### config.mk
export PLATFORM = sky130hd
export DESIGN_NAME = tfnu_div
export DESIGN_NICKNAME = d
export VERILOG_FILES = /design/src/hdl/tfnu_div.sv
export SDC_FILE = /design/constraint.sdc
export NUM_CORES = 2
export LEC_CHECK = 0
export ABC_CLOCK_PERIOD_IN_PS = 10800
export CAP_MARGIN = 15
export CORE_MARGIN = 5
export CORE_UTILIZATION = 65
export CTS_CLUSTER_SIZE = 24
export DETAILED_ROUTE_END_ITERATION = 8
export DONT_BUFFER_PORTS = 1
export HOLD_SLACK_MARGIN = 0.03
export PLACE_DENSITY = 0.9
export SLEW_MARGIN = 30
export SYNTH_ARGS = -nofsm -noshare
export SYNTH_HDL_FRONTEND = slang
export SYNTH_SLANG_ARGS = --single-unit
### constraint.sdc
create_clock -name clk -period 10.8 [get_ports clk]
set_input_delay 1.08 -clock clk [delete_from_list [all_inputs] [get_ports clk]]
set_output_delay 1.08 -clock clk [all_outputs]
set_load 0.1 [all_outputs]
### src/hdl/tfnu_div.sv
// ----------------------------------------------------------------------------
// tfnu_div
// Pipelined restoring divider, one quotient bit per stage.
// ----------------------------------------------------------------------------
module tfnu_div #(
  parameter int NW = 48,
  parameter int DW = 32,
  parameter int QW = 16,
  parameter int TW = 8
) (
  input  logic          clk,
  input  logic          rst_n,
  input  logic          adv,
  input  logic          in_vld,
  input  logic [NW-1:0] num,
  input  logic [DW-1:0] den,
  input  logic [TW-1:0] tag_in,
  output logic          out_vld,
  output logic [QW-1:0] quo,
  output logic [TW-1:0] tag_out
);
  // quotient assumed to fit in QW bits: num < den << QW
  logic [DW:0]   rem_r [QW+1];
  logic [NW-1:0] num_r [QW+1];
  logic [DW-1:0] den_r [QW+1];
  logic [QW-1:0] q_r   [QW+1];
  logic [TW-1:0] tag_r [QW+1];
  logic          vld_r [QW+1];

  always_comb begin
    rem_r[0] = (DW+1)'(num[NW-1:QW]);
    num_r[0] = num;
    den_r[0] = den;
    q_r[0]   = '0;
    tag_r[0] = tag_in;
    vld_r[0] = in_vld;
  end

  for (genvar s = 0; s < QW; s++) begin : g_st
    logic [DW+1:0] sh;
    logic [DW+1:0] df;
    always_comb begin
      sh = {rem_r[s], num_r[s][NW-1-(NW-QW)-s]};
      df = sh - {2'b00, den_r[s]};
    end
    always_ff @(posedge clk) begin
      if (!rst_n) begin
        vld_r[s+1] <= 1'b0;
      end else if (adv) begin
        vld_r[s+1] <= vld_r[s];
      end
      if (adv) begin
        rem_r[s+1] <= df[DW+1] ? sh[DW:0] : df[DW:0];
        q_r[s+1]   <= {q_r[s][QW-2:0], ~df[DW+1]};
        num_r[s+1] <= num_r[s];
        den_r[s+1] <= den_r[s];
        tag_r[s+1] <= tag_r[s];
      end
    end
  end

  // high NW-QW bits of num preload the remainder
  assign out_vld = vld_r[QW];
  assign quo     = q_r[QW];
  assign tag_out = tag_r[QW];
endmodule

* Word level (Yosys, flattened, before mapping)
Cells that the tools add are included. Widths: inputs -> output; s select.
Operators by class: add/subtract/negate cells 16, multipliers 0, divide/modulo/power cells 0, $lt $le $gt $ge 0, equality and inequality tests 0, shifts and indexed selects 0, multiplexer cells 15, bitwise gates (word level) 16, reduce and logical (&&, ||, !) cells 0
Operator list (number):
- $sub 34x32->34 | 15
- $mux 33 | 15
- $sub 33x32->34 | 1
- $not 1->1 | 16
Word-level totals: bits in registers 1375, latch bits 0, RAM bits 0, bits in read-only memories 0, input bits 92, output and inout port bits 25, logic and storage cells 140, memories 0

* Longest topological paths before layout
word-level depth 2, gate-level depth with buffers 15, gate-level depth less buffers 13

* Least setup slack after synthesis
Ideal clock, no wire load.
kind input to register, start input port den[10], end register rem_r, in the netlist g_st[1].sh[20], data pin, setup time 0.262 ns, arrival 3.916 ns, required time 10.538 ns, setup slack 6.622 ns, stages 13, path buffers 1, path through inv_1 ha_1 and4_1 and4_1 o41ai_1 and4b_1 o311ai_1 a31oi_2 o21ai_1 a211oi_2 inv_2 buf_2 mux2_1
Between the ends: cells in the longest elaborated chain, start to end 2
RTL lines:
- from (decl) | line 16 | input logic [DW-1:0] den,
- $sub 33x32->34 | line 44 | df = sh - {2'b00, den_r[s]};
- $mux 33 | line 53 | rem_r[s+1] <= df[DW+1] ? sh[DW:0] : df[DW:0];
- to (signal, indexed assignment) | line 53
- to (decl) | line 23 | logic [DW:0] rem_r [QW+1];
No other way between the ends. A chain may end at the register's enable or synchronous reset.

* Worst setup path in the final report
start register den_r[161] (netlist bit), end register rem_r, in the netlist g_st[12].sh[5], data pin
Between the ends: cells in the longest elaborated chain, start to end 2
RTL lines:
- from (decl) | line 25 | logic [DW-1:0] den_r [QW+1];
- from (signal, indexed assignment) | line 56 | den_r[s+1] <= den_r[s];
- $sub 34x32->34 | line 44
- $mux 33 | line 53
No other way between the ends.

==> impl_metrics.csv <==
group,metric,value,unit
clock_tree,cts_tree,"yes",
floorplan,io_pins,117,
routing,drt-wirelength-per-cell,19.0,um
sta,rsz0062_at_grt,"no",
sta,period_minus_slack,4.52,ns
pwr,p_per_area,314,mW/mm^2
yosys,synth.area.top_cells,"edfxtp_1 55%, ha_1 8.7%, inv_1 3.3%",
global_routing,grt_pass1_wl,242,mm
yosys,yosys.area.top_type,"edfxtp_1",
placement,gp_congestion,0.993,
floorplan,num_rows,123,
clock_tree,clkLatencyLatePin,0.77,ns
cells_and_area,nNetsFinal,6851,
sta,setup_tns,0,ns
placement,io_buffers,0,
clock_tree,numClockSinks,1375,
routing,vias_per_cell,6.06,
clock_tree,ctsResizeCount,0,
hold_path,min_to,"num_r[724]",
cells_and_area,seqCellArea,0.0411,mm^2
clock_tree,clkTransAtPathRegs,0.07,ns
global_routing,antenna_found_initial,0,
setup_path,critPathKind,"reg2reg",
outcome,status,"complete, no violations",
yosys,synth_seq_cells,1375,
yosys,synthArstFlopShare,0,%
floorplan,design.die.area,0.120,mm^2
placement,dp.cells,7586,
routing,ant_nets,0,
setup_path,worstRegToRegCells,13,
global_routing,use_met1,24.9,%
global_routing,grt_max_degree,232,
global_routing,grt_pass1_vias,49117,
clock_tree,cts_buffers,142,
setup_path,cp.required,11.29,ns
global_routing,grt-busiest-layer,"met2",
floorplan,coreArea,0.112,mm^2
clock_tree,ctsHoldBuffers,0,
cells_and_area,finalNonFillerCells,7848,
run,cap_violations,0,
sta,relSlewSlack,33.9,%
routing,dr.pass1.iters,6,
setup_path,critPathSlowestCell,"buf_4",
setup_path,rrSetupSlack,6.28,ns
global_routing,grtUsageMet2,48.1,%
yosys,synth.avg_cell_area,11.9,um^2
yosys,synth_edf_count,1359,
cells_and_area,drive_above_1_share,5.22,%
sta,finalSetupViolations,0,
hold_path,min_path_cells,0,
yosys,yosysTopAreaCellShare,55.5,%
setup_path,cp-end-kind,"flip-flop",
global_routing,use_met3,3.58,%
setup_path,r2r_start,"den_r[161]",
yosys,syn_inst,6200,
yosys,ys_seq_area_share,55.9,%
cells_and_area,multi_input_area,0.0295,mm^2
cells_and_area,area_growth_syn_to_layout,8.79,%
yosys,synth_nets,6818,
sta,finalWorstSetupSlack,6.28,ns
setup_path,path_max_fanout,32,
sta,fin_skew,0.0311,ns
pwr,ir_drop,0.246,mV
sta,hold_ws,0.401,ns
routing,drt_iter0_drc,3315,
cells_and_area,nFillCells,7146,
sta,fin_crit_sh,41.9,%
floorplan,die_width,346,um
placement,hpwlAfterDp,106,mm
sta,final-hold-violation-count,0,
yosys,yosys_warnings,0,
sta,report.final.slew_viol_count,0,
clock_tree,htreeDepth,4,
setup_path,rr_endpoint,"g_st[12].sh[5]",
hold_path,min_path_type,"in2reg",
routing,drt-total-wl,149,mm
sta,fmax,221,MHz
yosys,synthDistinctLibCells,88,
setup_path,crit_path_max_incr_delay,0.51,ns
clock_tree,clock_path_buffers,3,
yosys,syn-cell-area,0.0736,mm^2
setup_path,cp-startpoint,"den_r[161]",
setup_path,path_cells,"inv_1 > ha_1 > nor2b_1 > o31a_1 > nor3_2 > o22ai_2 > a311o_1 > a31o_1 > a31o_2 > a211oi_2 > xnor2_2 > buf_4 > mux2_1",
global_routing,overflow,0,
floorplan,start_util,65.4,%
hold_path,min-delay-start,"num[4]",
pwr,p_leak,32.7,nW
yosys,synth-main-ff-cell,"edfxtp_1",
routing,dr_total_vias,47581,
routing,drc_errors,0,
sta,tightest_slew,0.990,ns
floorplan,dieHeight,346,um
placement,place_ws,5.74,ns
clock_tree,clk_root_buffer_cell,"clkbuf_16",
setup_path,start_kind,"flip-flop",
global_routing,gr-usage-all-layers,24.5,%
setup_path,worstPathArrival,5.01,ns
clock_tree,cts_setup_buffers,0,
[worst max-delay path: cells and delay by family, from the launching register on]
family / cells / cell delay (ns)
multiplexers: 1 / 0.37
flip-flops: 1 / 0.42
AO/OA/AOI/OAI: 6 / 1.92
XOR/XNOR: 1 / 0.16
adder cells (fa/ha/maj): 1 / 0.28
buffers and inverters: 2 / 0.57
AND/OR/NAND/NOR: 2 / 0.49
[layer usage]
metal,wire length (um),up-vias
li1,-,22891
met1,52300,22651
met2,81900,1527
met3,6430,512
met4,8330,0
met5,0,-
[worst max path at each step]
stage                           end  slack (ns)  depth (start not counted)
global route        g_st[14].sh[20]        5.98                         12
global placement     g_st[1].sh[28]        5.81                         13
detailed placement   g_st[1].sh[20]        5.74                         13
floorplan            g_st[1].sh[20]        6.62                         13
finish               g_st[12].sh[5]        6.28                         13
CTS                 g_st[14].sh[10]        6.22                         12
[synth_stat cells (16+ instances only)]
master / n
nor2_1: 258
nor3_1: 78
and2_1: 36
dfxtp_1: 16
xnor2_1: 244
o211ai_1: 22
a31oi_1: 38
nand3_1: 74
o31a_1: 24
mux2_1: 160
inv_1: 638
edfxtp_1: 1359
ha_1: 511
nand3b_1: 16
nor4_1: 22
xor2_1: 147
buf_2: 21
nor2b_1: 100
nand4_1: 39
mux2_2: 16
a21oi_1: 408
a21o_1: 216
mux2_4: 25
a311o_1: 17
buf_4: 30
clkbuf_1: 87
o31ai_1: 38
o21a_1: 90
o21ai_0: 370
nand2_1: 439
and3_1: 53
o21bai_1: 43
o21ai_1: 104
nand2b_1: 92
a211oi_1: 30
mux2i_1: 46
[layout make-up]
class	instances	share of cell area, %
Tap cell	1500	2.34
Timing Repair Buffer	32	0.619
Antenna cell	1	0.00313
Multi-Input combinational cell	4040	36.9
Clock inverter	79	0.949
Inverter	642	3.01
Sequential cell	1375	51.4
Clock buffer	179	4.79
[layout by cell type, fill, tap and decap left out, types with 148 or more instances in the layout]
| cell type | netlist | layout |
|---|---|---|
| a21o_1 | 216 | 216 |
| a21oi_1 | 408 | 408 |
| clkbuf_16 | 0 | 148 |
| edfxtp_1 | 1359 | 1359 |
| ha_1 | 511 | 511 |
| inv_1 | 638 | 638 |
| mux2_1 | 160 | 160 |
| nand2_1 | 439 | 439 |
| nor2_1 | 258 | 258 |
| o21ai_0 | 370 | 370 |
| xnor2_1 | 244 | 242 |
[where the power goes]
part	switching (W)	internal, W	total, W
combinational	0.00668	0.00493	0.0116
clock	0.00203	0.00279	0.00482
sequential	0.000794	0.00794	0.00874
[flip-flops by register name (all words and copies together), names as in the netlist]
signal and flops:
tag_out 8, num_r 105, g_st.sh 510, tag_r 120, quo 16, vld_r 15
den_r 480, q_r 120, out_vld 1
[cell families (layout without fill, tap and decap cells)]
group	Yosys count	after routing	synth area share (%)
xor gates and xnor gates	393	393	4.70
and+or+nand+nor	1273	1273	8.36
AOI/OAI and AO/OA	1601	1601	13.9
muxes	247	247	3.83
DFF	1375	1375	55.9
adders and majority gates	526	526	9.10
buffers and inverters	785	932	4.24
other	0	1	0
[metrics by stage]
step                      util [%]  cell area, um^2  power (W)
after floorplan                  -            73600     0.0174
after global placement        66.9            75300     0.0195
after detailed placement      67.0            75400     0.0201
after CTS                     71.1            80000     0.0251
after global routing          71.1            80000     0.0268
final                         71.1            80000     0.0252
No activity file was read; power rests on OpenSTA's default activity.
